## config.mk

```make
export PLATFORM = sky130hd
export DESIGN_NAME = clipped_line_rasterizer_top
export DESIGN_NICKNAME = d
export VERILOG_FILES = /design/src/rtl/clr_pkg.sv /design/src/rtl/clipped_line_rasterizer_top.sv /design/src/rtl/clr_setup.sv /design/src/rtl/clr_walk.sv
export VERILOG_INCLUDE_DIRS = /design/src /design/src/rtl
export SDC_FILE = /design/constraint.sdc
export NUM_CORES = 2
export LEC_CHECK = 0
export BUFFER_PORTS_ARGS = -buffer_cell sky130_fd_sc_hd__buf_4
export CAP_MARGIN = 40
export CORE_MARGIN = 4
export CORE_UTILIZATION = 40
export DETAILED_ROUTE_END_ITERATION = 8
export HOLD_SLACK_MARGIN = 0.03
export SETUP_SLACK_MARGIN = 0.15
export SKIP_LAST_GASP = 1
export SLEW_MARGIN = 20
export SYNTH_ARGS = -nofsm -noshare
export SYNTH_HDL_FRONTEND = slang
export SYNTH_SLANG_ARGS = --single-unit
```

## constraint.sdc

```tcl
create_clock -name clk -period 11.55 [get_ports clk]
set_clock_uncertainty 0.1 [all_clocks]
set_input_delay 0.5775 -clock clk [delete_from_list [all_inputs] [get_ports clk]]
set_output_delay 0.5775 -clock clk [all_outputs]
set_load 0.01 [all_outputs]
```

## src/rtl/assert_macros.svh

```systemverilog
// ---------------------------------------------------------------------------
// Assertion macros
// Shared concurrent assertion forms for the line rasterizer RTL.
// ---------------------------------------------------------------------------
`ifndef ASSERT_MACROS_SVH
`define ASSERT_MACROS_SVH

// same-cycle implication
`define CLR_ASSERT_IMPLY(label, clk, rst_n, ante, cons, msg) \
  label: assert property (@(posedge clk) disable iff (!rst_n) (ante) |-> (cons)) \
    else $error(msg);

// next-cycle implication
`define CLR_ASSERT_NEXT(label, clk, rst_n, ante, cons, msg) \
  label: assert property (@(posedge clk) disable iff (!rst_n) (ante) |=> (cons)) \
    else $error(msg);

`endif

```

## src/rtl/clr_pkg.sv

```systemverilog
// ---------------------------------------------------------------------------
// Line rasterizer package
// Shared widths, register indices, command codes and control structs.
// ---------------------------------------------------------------------------
package clr_pkg;

  localparam int unsigned COORD_BITS_DEF = 12;
  localparam int unsigned IMG_BITS       = 13;
  localparam int unsigned CLIP_POS_BITS  = 13;
  localparam int unsigned CLIP_SIZE_BITS = 14;
  localparam int unsigned ADDR_BITS      = 24;
  localparam int unsigned CFG_IDX_BITS   = 3;
  localparam int unsigned CFG_DATA_BITS  = 14;

  localparam logic [IMG_BITS-1:0] IMG_SIZE_RESET = 13'd4096;

  typedef enum logic [CFG_IDX_BITS-1:0] {
    REG_IMAGE_WIDTH  = 3'd0,
    REG_IMAGE_HEIGHT = 3'd1,
    REG_CLIP_ENABLE  = 3'd2,
    REG_CLIP_LEFT    = 3'd3,
    REG_CLIP_TOP     = 3'd4,
    REG_CLIP_WIDTH   = 3'd5,
    REG_CLIP_HEIGHT  = 3'd6
  } cfg_reg_t;

  typedef enum logic {
    ACT_START = 1'b0,
    ACT_STEP  = 1'b1
  } action_t;

  typedef struct packed {
    logic accept;
    logic x_major;
    logic neg_x;
    logic neg_y;
  } setup_flags_t;

  typedef struct packed {
    logic load;
    logic step;
  } walk_ctrl_t;

  // working width for clip and bounding-box arithmetic
  function automatic int unsigned clr_work_bits(input int unsigned coord_bits);
    int unsigned cw;
    cw = coord_bits + 1;
    return ((cw > CLIP_SIZE_BITS) ? cw : CLIP_SIZE_BITS) + 3;
  endfunction

endpackage

```

## src/rtl/clipped_line_rasterizer_top.sv

```systemverilog
// ---------------------------------------------------------------------------
// Clipped line rasterizer
// Midpoint line walk with clip window trimming; one point per step
// transaction, with pixel address, inside-clip and last-point flags.
//
//   channel  direction  handshake                  payload
//   in_      input      in_valid / in_stall        action, endpoints
//   out_     output     out_valid / out_stall      point, flags, address
//   cfg_     input      cfg_valid / cfg_ready      register index, data
//
// A transaction is held in the input register until it is resolved, and a step
// result is then written into the output register.
// Sustained rate is one transaction per cycle while out_stall is low, set by the walk
// update and the 12x13 address multiplier feeding the output register.
// Synchronous active-low reset clears the active line and both valid flags.
// out_stall holds the output register; a step behind it then stalls in_.
// Start transactions never wait on out_stall. cfg_ready is always high.
// ---------------------------------------------------------------------------
`include "assert_macros.svh"

module clipped_line_rasterizer_top #(
  parameter int unsigned COORD_BITS = clr_pkg::COORD_BITS_DEF
) (
  input  logic                                       clk,
  input  logic                                       rst_n,
  input  logic                                       in_valid,
  output logic                                       in_stall,
  input  logic                                       in_action,
  input  logic signed [COORD_BITS:0]                 in_start_x,
  input  logic signed [COORD_BITS:0]                 in_start_y,
  input  logic signed [COORD_BITS:0]                 in_end_x,
  input  logic signed [COORD_BITS:0]                 in_end_y,
  output logic                                       out_valid,
  input  logic                                       out_stall,
  output logic signed [COORD_BITS:0]                 out_point_x,
  output logic signed [COORD_BITS:0]                 out_point_y,
  output logic                                       out_inside_clip,
  output logic        [clr_pkg::ADDR_BITS-1:0]       out_pixel_address,
  output logic                                       out_last_point,
  output logic                                       out_no_point,
  input  logic                                       cfg_valid,
  output logic                                       cfg_ready,
  input  logic        [clr_pkg::CFG_IDX_BITS-1:0]    cfg_index,
  input  logic        [clr_pkg::CFG_DATA_BITS-1:0]   cfg_data
);
  import clr_pkg::*;

  localparam int unsigned CW = COORD_BITS + 1;
  localparam int unsigned WW = clr_work_bits(COORD_BITS);
  localparam int unsigned DW = CW + 4;

  // configuration
  logic        [IMG_BITS-1:0]       image_width_r, image_height_r;
  logic                             clip_enable_r;
  logic signed [CLIP_POS_BITS-1:0]  clip_left_r, clip_top_r;
  logic signed [CLIP_SIZE_BITS-1:0] clip_width_r, clip_height_r;

  // input register
  logic                 s1_valid_r, s1_valid_nxt;
  action_t              s1_action_r;
  logic signed [CW-1:0] s1_start_x_r, s1_start_y_r, s1_end_x_r, s1_end_y_r;

  logic                 in_acc, out_free, s1_start, s1_fire;
  logic                 out_valid_r, out_valid_nxt;
  walk_ctrl_t           ctrl;

  setup_flags_t         flags;
  logic signed [WW-1:0] clip_x0, clip_x1, clip_y0, clip_y1;
  logic        [CW:0]   twice_dx, twice_dy;
  logic signed [DW-1:0] decision;
  logic signed [CW-1:0] stop_coord;

  logic signed [CW-1:0]    w_point_x, w_point_y;
  logic                    w_inside, w_last, w_no_point;
  logic [ADDR_BITS-1:0]    w_addr;

  assign cfg_ready = 1'b1;

  always_ff @(posedge clk) begin
    if (!rst_n) begin
      image_width_r  <= IMG_SIZE_RESET;
      image_height_r <= IMG_SIZE_RESET;
      clip_enable_r  <= 1'b0;
      clip_left_r    <= '0;
      clip_top_r     <= '0;
      clip_width_r   <= '0;
      clip_height_r  <= '0;
    end else if (cfg_valid && cfg_ready) begin
      case (cfg_reg_t'(cfg_index))
        REG_IMAGE_WIDTH:  image_width_r  <= cfg_data[IMG_BITS-1:0];
        REG_IMAGE_HEIGHT: image_height_r <= cfg_data[IMG_BITS-1:0];
        REG_CLIP_ENABLE:  clip_enable_r  <= cfg_data[0];
        REG_CLIP_LEFT:    clip_left_r    <= $signed(cfg_data[CLIP_POS_BITS-1:0]);
        REG_CLIP_TOP:     clip_top_r     <= $signed(cfg_data[CLIP_POS_BITS-1:0]);
        REG_CLIP_WIDTH:   clip_width_r   <= $signed(cfg_data[CLIP_SIZE_BITS-1:0]);
        REG_CLIP_HEIGHT:  clip_height_r  <= $signed(cfg_data[CLIP_SIZE_BITS-1:0]);
        default: ;
      endcase
    end
  end

  // flow control
  assign s1_start  = (s1_action_r == ACT_START);
  assign out_free  = !out_valid_r || !out_stall;
  assign s1_fire   = s1_valid_r && (s1_start || out_free);
  assign in_stall  = s1_valid_r && !(s1_start || out_free);
  assign in_acc    = in_valid && !in_stall;
  assign ctrl.load = s1_fire && s1_start;
  assign ctrl.step = s1_fire && !s1_start;

  always_comb begin
    s1_valid_nxt = s1_valid_r;
    if (in_acc) begin
      s1_valid_nxt = 1'b1;
    end else if (s1_fire) begin
      s1_valid_nxt = 1'b0;
    end
  end

  always_comb begin
    out_valid_nxt = out_valid_r;
    if (ctrl.step) begin
      out_valid_nxt = 1'b1;
    end else if (!out_stall) begin
      out_valid_nxt = 1'b0;
    end
  end

  always_ff @(posedge clk) begin
    if (!rst_n) begin
      s1_valid_r  <= 1'b0;
      out_valid_r <= 1'b0;
    end else begin
      s1_valid_r  <= s1_valid_nxt;
      out_valid_r <= out_valid_nxt;
    end
  end

  always_ff @(posedge clk) begin
    if (in_acc) begin
      s1_action_r  <= action_t'(in_action);
      s1_start_x_r <= in_start_x;
      s1_start_y_r <= in_start_y;
      s1_end_x_r   <= in_end_x;
      s1_end_y_r   <= in_end_y;
    end
  end

  clr_setup #(
    .COORD_BITS (COORD_BITS)
  ) u_setup (
    .start_x      (s1_start_x_r),
    .start_y      (s1_start_y_r),
    .end_x        (s1_end_x_r),
    .end_y        (s1_end_y_r),
    .image_width  (image_width_r),
    .image_height (image_height_r),
    .clip_enable  (clip_enable_r),
    .clip_left    (clip_left_r),
    .clip_top     (clip_top_r),
    .clip_width   (clip_width_r),
    .clip_height  (clip_height_r),
    .flags        (flags),
    .clip_x0      (clip_x0),
    .clip_x1      (clip_x1),
    .clip_y0      (clip_y0),
    .clip_y1      (clip_y1),
    .twice_dx     (twice_dx),
    .twice_dy     (twice_dy),
    .decision     (decision),
    .stop_coord   (stop_coord)
  );

  clr_walk #(
    .COORD_BITS (COORD_BITS)
  ) u_walk (
    .clk           (clk),
    .rst_n         (rst_n),
    .ctrl          (ctrl),
    .flags         (flags),
    .start_x       (s1_start_x_r),
    .start_y       (s1_start_y_r),
    .clip_x0       (clip_x0),
    .clip_x1       (clip_x1),
    .clip_y0       (clip_y0),
    .clip_y1       (clip_y1),
    .twice_dx      (twice_dx),
    .twice_dy      (twice_dy),
    .decision      (decision),
    .stop_coord    (stop_coord),
    .image_width   (image_width_r),
    .point_x       (w_point_x),
    .point_y       (w_point_y),
    .inside_clip   (w_inside),
    .pixel_address (w_addr),
    .last_point    (w_last),
    .no_point      (w_no_point)
  );

  // output register
  always_ff @(posedge clk) begin
    if (ctrl.step) begin
      out_point_x       <= w_point_x;
      out_point_y       <= w_point_y;
      out_inside_clip   <= w_inside;
      out_pixel_address <= w_addr;
      out_last_point    <= w_last;
      out_no_point      <= w_no_point;
    end
  end

  assign out_valid = out_valid_r;

  `CLR_ASSERT_IMPLY(a_no_point_clean, clk, rst_n,
    out_valid_r && out_no_point,
    !out_inside_clip && !out_last_point && (out_pixel_address == '0),
    "no_point transaction carries point data")
  `CLR_ASSERT_IMPLY(a_addr_outside_zero, clk, rst_n,
    out_valid_r && !out_inside_clip, out_pixel_address == '0,
    "pixel address set for a point outside the clip window")
  `CLR_ASSERT_NEXT(a_start_no_result, clk, rst_n,
    ctrl.load, out_valid_r == $past(out_valid_r && out_stall),
    "start transaction produced a result")
  `CLR_ASSERT_NEXT(a_last_ends_line, clk, rst_n,
    ctrl.step && w_last, w_no_point,
    "line still active after its last point")

endmodule

```

## src/rtl/clr_setup.sv

```systemverilog
// ---------------------------------------------------------------------------
// Line setup
// Derives deltas, walk direction, initial decision and the trimmed clip
// window from a start transaction; flags lines that are rejected outright.
// ---------------------------------------------------------------------------
module clr_setup #(
  parameter int unsigned COORD_BITS = clr_pkg::COORD_BITS_DEF
) (
  input  logic signed [COORD_BITS:0]                 start_x,
  input  logic signed [COORD_BITS:0]                 start_y,
  input  logic signed [COORD_BITS:0]                 end_x,
  input  logic signed [COORD_BITS:0]                 end_y,
  input  logic        [clr_pkg::IMG_BITS-1:0]        image_width,
  input  logic        [clr_pkg::IMG_BITS-1:0]        image_height,
  input  logic                                       clip_enable,
  input  logic signed [clr_pkg::CLIP_POS_BITS-1:0]   clip_left,
  input  logic signed [clr_pkg::CLIP_POS_BITS-1:0]   clip_top,
  input  logic signed [clr_pkg::CLIP_SIZE_BITS-1:0]  clip_width,
  input  logic signed [clr_pkg::CLIP_SIZE_BITS-1:0]  clip_height,
  output clr_pkg::setup_flags_t                      flags,
  output logic signed [clr_pkg::clr_work_bits(COORD_BITS)-1:0] clip_x0,
  output logic signed [clr_pkg::clr_work_bits(COORD_BITS)-1:0] clip_x1,
  output logic signed [clr_pkg::clr_work_bits(COORD_BITS)-1:0] clip_y0,
  output logic signed [clr_pkg::clr_work_bits(COORD_BITS)-1:0] clip_y1,
  output logic        [COORD_BITS+1:0]               twice_dx,
  output logic        [COORD_BITS+1:0]               twice_dy,
  output logic signed [COORD_BITS+4:0]               decision,
  output logic signed [COORD_BITS:0]                 stop_coord
);
  import clr_pkg::*;

  localparam int unsigned CW = COORD_BITS + 1;
  localparam int unsigned WW = clr_work_bits(COORD_BITS);

  logic signed [WW-1:0] x1, y1, x2, y2, dx, dy, adx_s, ady_s;
  logic signed [WW-1:0] bx_min, bx_max, by_min, by_max;
  logic signed [WW-1:0] iw, ih, cl, ct, cwd, chd;
  logic signed [WW-1:0] ex, ey, ew, eh;
  logic        [CW-1:0] adx, ady;
  logic                 x_major, zero_len, empty, box_hit;

  assign x1 = $signed({{(WW-CW){start_x[CW-1]}}, start_x});
  assign y1 = $signed({{(WW-CW){start_y[CW-1]}}, start_y});
  assign x2 = $signed({{(WW-CW){end_x[CW-1]}}, end_x});
  assign y2 = $signed({{(WW-CW){end_y[CW-1]}}, end_y});

  assign dx    = x2 - x1;
  assign dy    = y2 - y1;
  assign adx_s = dx[WW-1] ? -dx : dx;
  assign ady_s = dy[WW-1] ? -dy : dy;
  assign adx   = adx_s[CW-1:0];
  assign ady   = ady_s[CW-1:0];

  assign twice_dx = {adx, 1'b0};
  assign twice_dy = {ady, 1'b0};
  assign x_major  = adx > ady;

  assign decision = x_major ? ($signed({3'b000, twice_dy}) - $signed({4'b0000, adx}))
                            : ($signed({3'b000, twice_dx}) - $signed({4'b0000, ady}));
  assign stop_coord = x_major ? end_x : end_y;

  assign bx_min = (x1 < x2) ? x1 : x2;
  assign bx_max = (x1 < x2) ? x2 : x1;
  assign by_min = (y1 < y2) ? y1 : y2;
  assign by_max = (y1 < y2) ? y2 : y1;

  assign iw  = $signed({{(WW-IMG_BITS){1'b0}}, image_width});
  assign ih  = $signed({{(WW-IMG_BITS){1'b0}}, image_height});
  assign cl  = $signed({{(WW-CLIP_POS_BITS){clip_left[CLIP_POS_BITS-1]}}, clip_left});
  assign ct  = $signed({{(WW-CLIP_POS_BITS){clip_top[CLIP_POS_BITS-1]}}, clip_top});
  assign cwd = $signed({{(WW-CLIP_SIZE_BITS){clip_width[CLIP_SIZE_BITS-1]}}, clip_width});
  assign chd = $signed({{(WW-CLIP_SIZE_BITS){clip_height[CLIP_SIZE_BITS-1]}}, clip_height});

  // trim the clip window to the image; the whole image when clipping is off
  always_comb begin
    ex = '0;
    ey = '0;
    ew = iw;
    eh = ih;
    if (clip_enable) begin
      ex = cl;
      ey = ct;
      ew = cwd;
      eh = chd;
      if (ex[WW-1]) begin
        ew = ew + ex;
        ex = '0;
      end
      if (ey[WW-1]) begin
        eh = eh + ey;
        ey = '0;
      end
      if (ex + ew > iw) begin
        ew = iw - ex;
      end
      if (ey + eh > ih) begin
        eh = ih - ey;
      end
    end
  end

  assign clip_x0 = ex;
  assign clip_y0 = ey;
  assign clip_x1 = ex + ew;
  assign clip_y1 = ey + eh;

  assign zero_len = (dx == '0) && (dy == '0);
  assign empty    = ew[WW-1] || (ew == '0) || eh[WW-1] || (eh == '0);
  assign box_hit  = (ex <= bx_max) && (ey <= by_max) && (bx_min < clip_x1) && (by_min < clip_y1);

  assign flags.accept  = !zero_len && !empty && box_hit;
  assign flags.x_major = x_major;
  assign flags.neg_x   = dx[WW-1];
  assign flags.neg_y   = dy[WW-1];

endmodule

```

## src/rtl/clr_walk.sv

```systemverilog
// ---------------------------------------------------------------------------
// Line walker
// Holds the midpoint walk state, forms the current point with its clip
// flag and pixel address, and advances one step per step transaction until the last point.
// ---------------------------------------------------------------------------
module clr_walk #(
  parameter int unsigned COORD_BITS = clr_pkg::COORD_BITS_DEF
) (
  input  logic                                       clk,
  input  logic                                       rst_n,
  input  clr_pkg::walk_ctrl_t                        ctrl,
  input  clr_pkg::setup_flags_t                      flags,
  input  logic signed [COORD_BITS:0]                 start_x,
  input  logic signed [COORD_BITS:0]                 start_y,
  input  logic signed [clr_pkg::clr_work_bits(COORD_BITS)-1:0] clip_x0,
  input  logic signed [clr_pkg::clr_work_bits(COORD_BITS)-1:0] clip_x1,
  input  logic signed [clr_pkg::clr_work_bits(COORD_BITS)-1:0] clip_y0,
  input  logic signed [clr_pkg::clr_work_bits(COORD_BITS)-1:0] clip_y1,
  input  logic        [COORD_BITS+1:0]               twice_dx,
  input  logic        [COORD_BITS+1:0]               twice_dy,
  input  logic signed [COORD_BITS+4:0]               decision,
  input  logic signed [COORD_BITS:0]                 stop_coord,
  input  logic        [clr_pkg::IMG_BITS-1:0]        image_width,
  output logic signed [COORD_BITS:0]                 point_x,
  output logic signed [COORD_BITS:0]                 point_y,
  output logic                                       inside_clip,
  output logic        [clr_pkg::ADDR_BITS-1:0]       pixel_address,
  output logic                                       last_point,
  output logic                                       no_point
);
  import clr_pkg::*;

  localparam int unsigned CW = COORD_BITS + 1;
  localparam int unsigned WW = clr_work_bits(COORD_BITS);
  localparam int unsigned DW = CW + 4;
  localparam int unsigned PW = CW - 1 + IMG_BITS;

  logic                 active_r;
  logic signed [CW-1:0] cur_x_r, cur_y_r, stop_r;
  logic signed [DW-1:0] dec_r;
  logic        [CW:0]   tdx_r, tdy_r;
  logic                 x_major_r, neg_x_r, neg_y_r;
  logic signed [WW-1:0] cx0_r, cx1_r, cy0_r, cy1_r;

  logic signed [WW-1:0] cur_x_w, cur_y_w;
  logic signed [CW-1:0] cur_x_nxt, cur_y_nxt;
  logic signed [DW-1:0] dec_nxt, dec_add, dec_sub;
  logic                 dec_pos, hit, at_end;
  logic        [PW-1:0] product;
  logic        [PW:0]   addr_sum;

  assign cur_x_w = $signed({{(WW-CW){cur_x_r[CW-1]}}, cur_x_r});
  assign cur_y_w = $signed({{(WW-CW){cur_y_r[CW-1]}}, cur_y_r});

  assign hit = (cur_x_w >= cx0_r) && (cur_x_w < cx1_r) &&
               (cur_y_w >= cy0_r) && (cur_y_w < cy1_r);
  assign at_end = x_major_r ? (cur_x_r == stop_r) : (cur_y_r == stop_r);

  // clip window starts at zero or above, so a hit point is non-negative
  assign product  = cur_y_r[CW-2:0] * image_width;
  assign addr_sum = {1'b0, product} + {{(PW-CW+2){1'b0}}, cur_x_r[CW-2:0]};

  assign no_point      = !active_r;
  assign point_x       = active_r ? cur_x_r : '0;
  assign point_y       = active_r ? cur_y_r : '0;
  assign inside_clip   = active_r && hit;
  assign pixel_address = (active_r && hit) ? ADDR_BITS'(addr_sum) : '0;
  assign last_point    = active_r && at_end;

  assign dec_pos   = !dec_r[DW-1];
  assign cur_x_nxt = (x_major_r || dec_pos) ? (neg_x_r ? cur_x_r - CW'(1) : cur_x_r + CW'(1))
                                            : cur_x_r;
  assign cur_y_nxt = (!x_major_r || dec_pos) ? (neg_y_r ? cur_y_r - CW'(1) : cur_y_r + CW'(1))
                                             : cur_y_r;
  assign dec_add   = $signed({3'b000, (x_major_r ? tdy_r : tdx_r)});
  assign dec_sub   = dec_pos ? $signed({3'b000, (x_major_r ? tdx_r : tdy_r)}) : '0;
  assign dec_nxt   = dec_r + dec_add - dec_sub;

  always_ff @(posedge clk) begin
    if (!rst_n) begin
      active_r <= 1'b0;
    end else if (ctrl.load) begin
      active_r <= flags.accept;
    end else if (ctrl.step && active_r && at_end) begin
      active_r <= 1'b0;
    end
  end

  always_ff @(posedge clk) begin
    if (ctrl.load) begin
      cur_x_r   <= start_x;
      cur_y_r   <= start_y;
      stop_r    <= stop_coord;
      dec_r     <= decision;
      tdx_r     <= twice_dx;
      tdy_r     <= twice_dy;
      x_major_r <= flags.x_major;
      neg_x_r   <= flags.neg_x;
      neg_y_r   <= flags.neg_y;
      cx0_r     <= clip_x0;
      cx1_r     <= clip_x1;
      cy0_r     <= clip_y0;
      cy1_r     <= clip_y1;
    end else if (ctrl.step && active_r && !at_end) begin
      cur_x_r <= cur_x_nxt;
      cur_y_r <= cur_y_nxt;
      dec_r   <= dec_nxt;
    end
  end

endmodule
```

==> results by group <==
Status
  • Status: finished clean

Placed design
  • IO buf count: 129
  • Final GP Congestion: approximately 0.94
  • Final HPWL DP: ~75000 um
  • Post-DP Area: approximately 35000 um2

Setup path
  • Delay-heaviest family, CP: compound AO/OA/AOI/OAI gates
  • Crit path required time: around 12 ns
  • Crit path buf inv count: 2
  • Worst Setup Start Kind: flop
  • Slowest stage delay, CP: ~0.44 ns
  • Worst R2R End: u_walk.active_r
  • Crit-path slowest cell: fa_1
  • Crit path arrival time: about 11 ns
  • Path depth of the worst reg2reg path: 47
  • Critical path peak fanout: 13
  • Worst reg2reg setup slack: 0.79 ns
  • Endpoint class of the critical path: flop
  • WS Path Type: flop to flop
  • Crit path top cell by count: ha_1
  • FF-to-FF Start: clip_left_r[0]

Clocking
  • Clock Tree Buf Depth: 3
  • Cts hold-fix bufs: 0
  • Worst skew pair latency: just under 0.6 ns
  • CTS tree: yes
  • CTS clk-pin slew, worst paths: 0.06 ns
  • Root Buffer: clkbuf_16
  • CTS Buf Count: 43
  • H-Tree Depth: 2
  • Clock Sinks: 332

Flow run
  • Max-cap viol count: 0

Synthesis
  • Synth Cell Area: 32570 um2
  • Synth area leader: edfxtp_1
  • Sequential fraction of the synthesis area: 28.02%
  • Share of the synthesized area in the top cell type: between 20% and 30%
  • Post-Syn Instances: approximately 3600
  • Top cells by area, synth: edfxtp_1, ha_1, fa_1, dfxtp_1, inv_1
  • Commonest cells in the netlist: inv_1, nand2_1, ha_1, edfxtp_1, nor2_1
  • Fraction of registers with async set/reset: 0%
  • Post-synth top flop: edfxtp_1
  • Syn_nets: 4227
  • Yosys warns: 0
  • EDFF count, synth: between 200 and 250
  • Netlist cell types: 92
  • Avg Cell Area, Syn: a little over 9 um2
  • Post-synthesis register bit count: between 300 and 400

Detailed routing
  • DR WL/cell: between 15 and 20 um
  • Via density: between 5 and 6
  • Routed via count: about 26000
  • Antenna viol nets, final: 0
  • DR pass1 iterations: 5
  • Total Routed Length: 95210 um
  • DRC Markers: 0
  • Number of DRC markers in iteration 0: between 1500 and 2000

Die
  • Ports: around 130
  • Row cnt: 104
  • Initial Utilization: 40.38%
  • Die ar.: around 86000 um2
  • Total core area: 80680 um2
  • Die H: 293.4 um
  • Die width: about 290 um

STA
  • Slew HR: ~45%
  • RSZ-0062 raised after global routing: no
  • Slew Viols, Final: 0
  • Final setup viols: 0
  • Fin Hold WS: 0.07730 ns
  • TNS Setup: 0 ns
  • Hold Vio Cnt, Final: 0
  • Fin crit period: roughly 11 ns
  • Period utilization: between 90 and 100%
  • Slew @ Worst Pin: just over 0.8 ns
  • Fmax: 0.09296 GHz

Final layout
  • Synthesis-to-layout area growth: 12.34%
  • Nets: ~4400
  • Layout cell share with drive strength beyond 1: 10.28%
  • Post-route design area: 36590 um2

Power
  • Maximum vdd drop: about 0.08 mV
  • Switching part of the total: roughly 34%
  • Sw Pwr: approximately 1600 uW
  • Pleak: ~0.016 uW
  • Comb pwr share: 36.4%
  • Pwr/cell area: 125.1 nW/um2
  • Post-layout total power: approximately 4600 uW
  • Register share of total power: about 31%
  • Internal: about 3000 uW
  • Clock power frac: approximately a third

Global route
  • Vias in the first global route: 25200
  • Grt ovf: 0
  • Global-route wire length before repair: ~150000 um
  • GRT Total Usage: ~22%
  • Largest net degree at the start of global routing: between 80 and 90
  • Antenna violations before repair: 6

Hold path
  • Worst Hold Launch: in_start_x[4]
  • Hold path depth: 1
  • Min-delay worst type: primary input to flop
  • Hold path endpoint: s1_start_x_r[4]
-- layout by cell type (no fill, tap or decap), drive strengths merged, types with 49 or more instances in the layout --
| master | synthesis | layout |
|---|---|---|
| o21a | 49 | 49 |
| a21o | 82 | 82 |
| inv | 425 | 428 |
| nor3 | 59 | 59 |
| a21oi | 198 | 198 |
| fa | 148 | 148 |
| mux2 | 67 | 67 |
| xnor2 | 146 | 146 |
| a21boi | 91 | 91 |
| o21ai | 147 | 147 |
| nor2 | 219 | 219 |
| buf | 13 | 184 |
| clkbuf | 89 | 55 |
| xor2 | 62 | 62 |
| edfxtp | 248 | 248 |
| dfxtp | 84 | 84 |
| ha | 411 | 411 |
| nand2 | 425 | 425 |
| and2 | 80 | 80 |
-- final cells by class --
class / count / area [um2]
clock inverter: 24 / 329.1
inverter: 426 / 1604
tap: 1060 / 1326
fill: 7897 / 44080
timing repair buffer: 184 / 1434
antenna: 3 / 7.507
multi-input combinational: 2733 / 21540
clock buffer: 55 / 1226
sequential: 332 / 9130
-- through the flow --
| stage | setup WS (ns) | util, % | cells |
|---|---|---|---|
| 2_1_floorplan | 2.035 | - | 3593 |
| 3_3_place_gp | 0.9702 | 43.22 | 4723 |
| 3_5_place_dp | 0.5888 | 43.32 | 4727 |
| 4_1_cts | 0.4362 | 45.25 | 4806 |
| 5_1_grt | 0.1133 | 45.36 | 4817 |
| 6_report | 0.7931 | 45.36 | 4817 |
-- power groups by stage --
stage | registers, uW | logic [uW] | clock network, uW
floorplan | 1430 | 1240 | 0
detailed placement | 1460 | 1630 | 0
global placement | 1460 | 1620 | 0
global route | 1430 | 1890 | 1560
finish | 1430 | 1670 | 1480
CTS | 1430 | 1650 | 1510
-- what timing repair did --
action | 4_1_cts | 5_1_grt
resized for setup | 0 | 6
setup buffers | 0 | 6
setup endpoints to repair | 0 | 1
-- logic make-up (layout without fill, tap and decap cells) --
| kind of cell | Yosys count | in the layout | share of synthesized area, % |
|---|---|---|---|
| compound gates | 808 | 808 | 16.54 |
| xor+xnor | 208 | 208 | 5.593 |
| fa+ha+maj | 559 | 559 | 24.88 |
| buf+inv | 528 | 689 | 6.130 |
| flops | 332 | 332 | 28.02 |
| mux | 111 | 111 | 3.668 |
| other cells | 1 | 4 | 0.01151 |
| simple gates | 1046 | 1046 | 15.15 |
-- worst max-delay path by stage --
stage                      end  slack, ns  cells after the start      startpoint
6_report       u_walk.active_r       0.79                     47  clip_left_r[0]
5_1_grt        u_walk.active_r       0.11                     48  clip_left_r[0]
4_1_cts        u_walk.active_r       0.44                     47  clip_left_r[0]
3_5_place_dp   u_walk.active_r       0.59                     47  clip_left_r[0]
3_3_place_gp   u_walk.active_r       0.97                     47  clip_left_r[0]
2_1_floorplan  u_walk.active_r       2.04                     47  clip_left_r[0]
-- state kept, by name, summed over array words and instances, names as in the netlist, 14 cells and up --
register,cells
u_walk.cy1_r,17
u_walk.cx1_r,17
clip_width_r,14
clip_height_r,14
out_pixel_address,24
u_walk.dec_r,16
-- per-layer routing --
metal / GRT usage (%) / vias up / part of all wire [%]
li1: - / 12780 / -
met1: 31.85 / 12230 / 47
met2: 34.79 / 686 / 44
met3: 2.827 / 126 / 6.0
met4: 5.440 / 0 / 2.5
met5: 0 / - / 0
No activity file was read; power rests on OpenSTA's default activity.
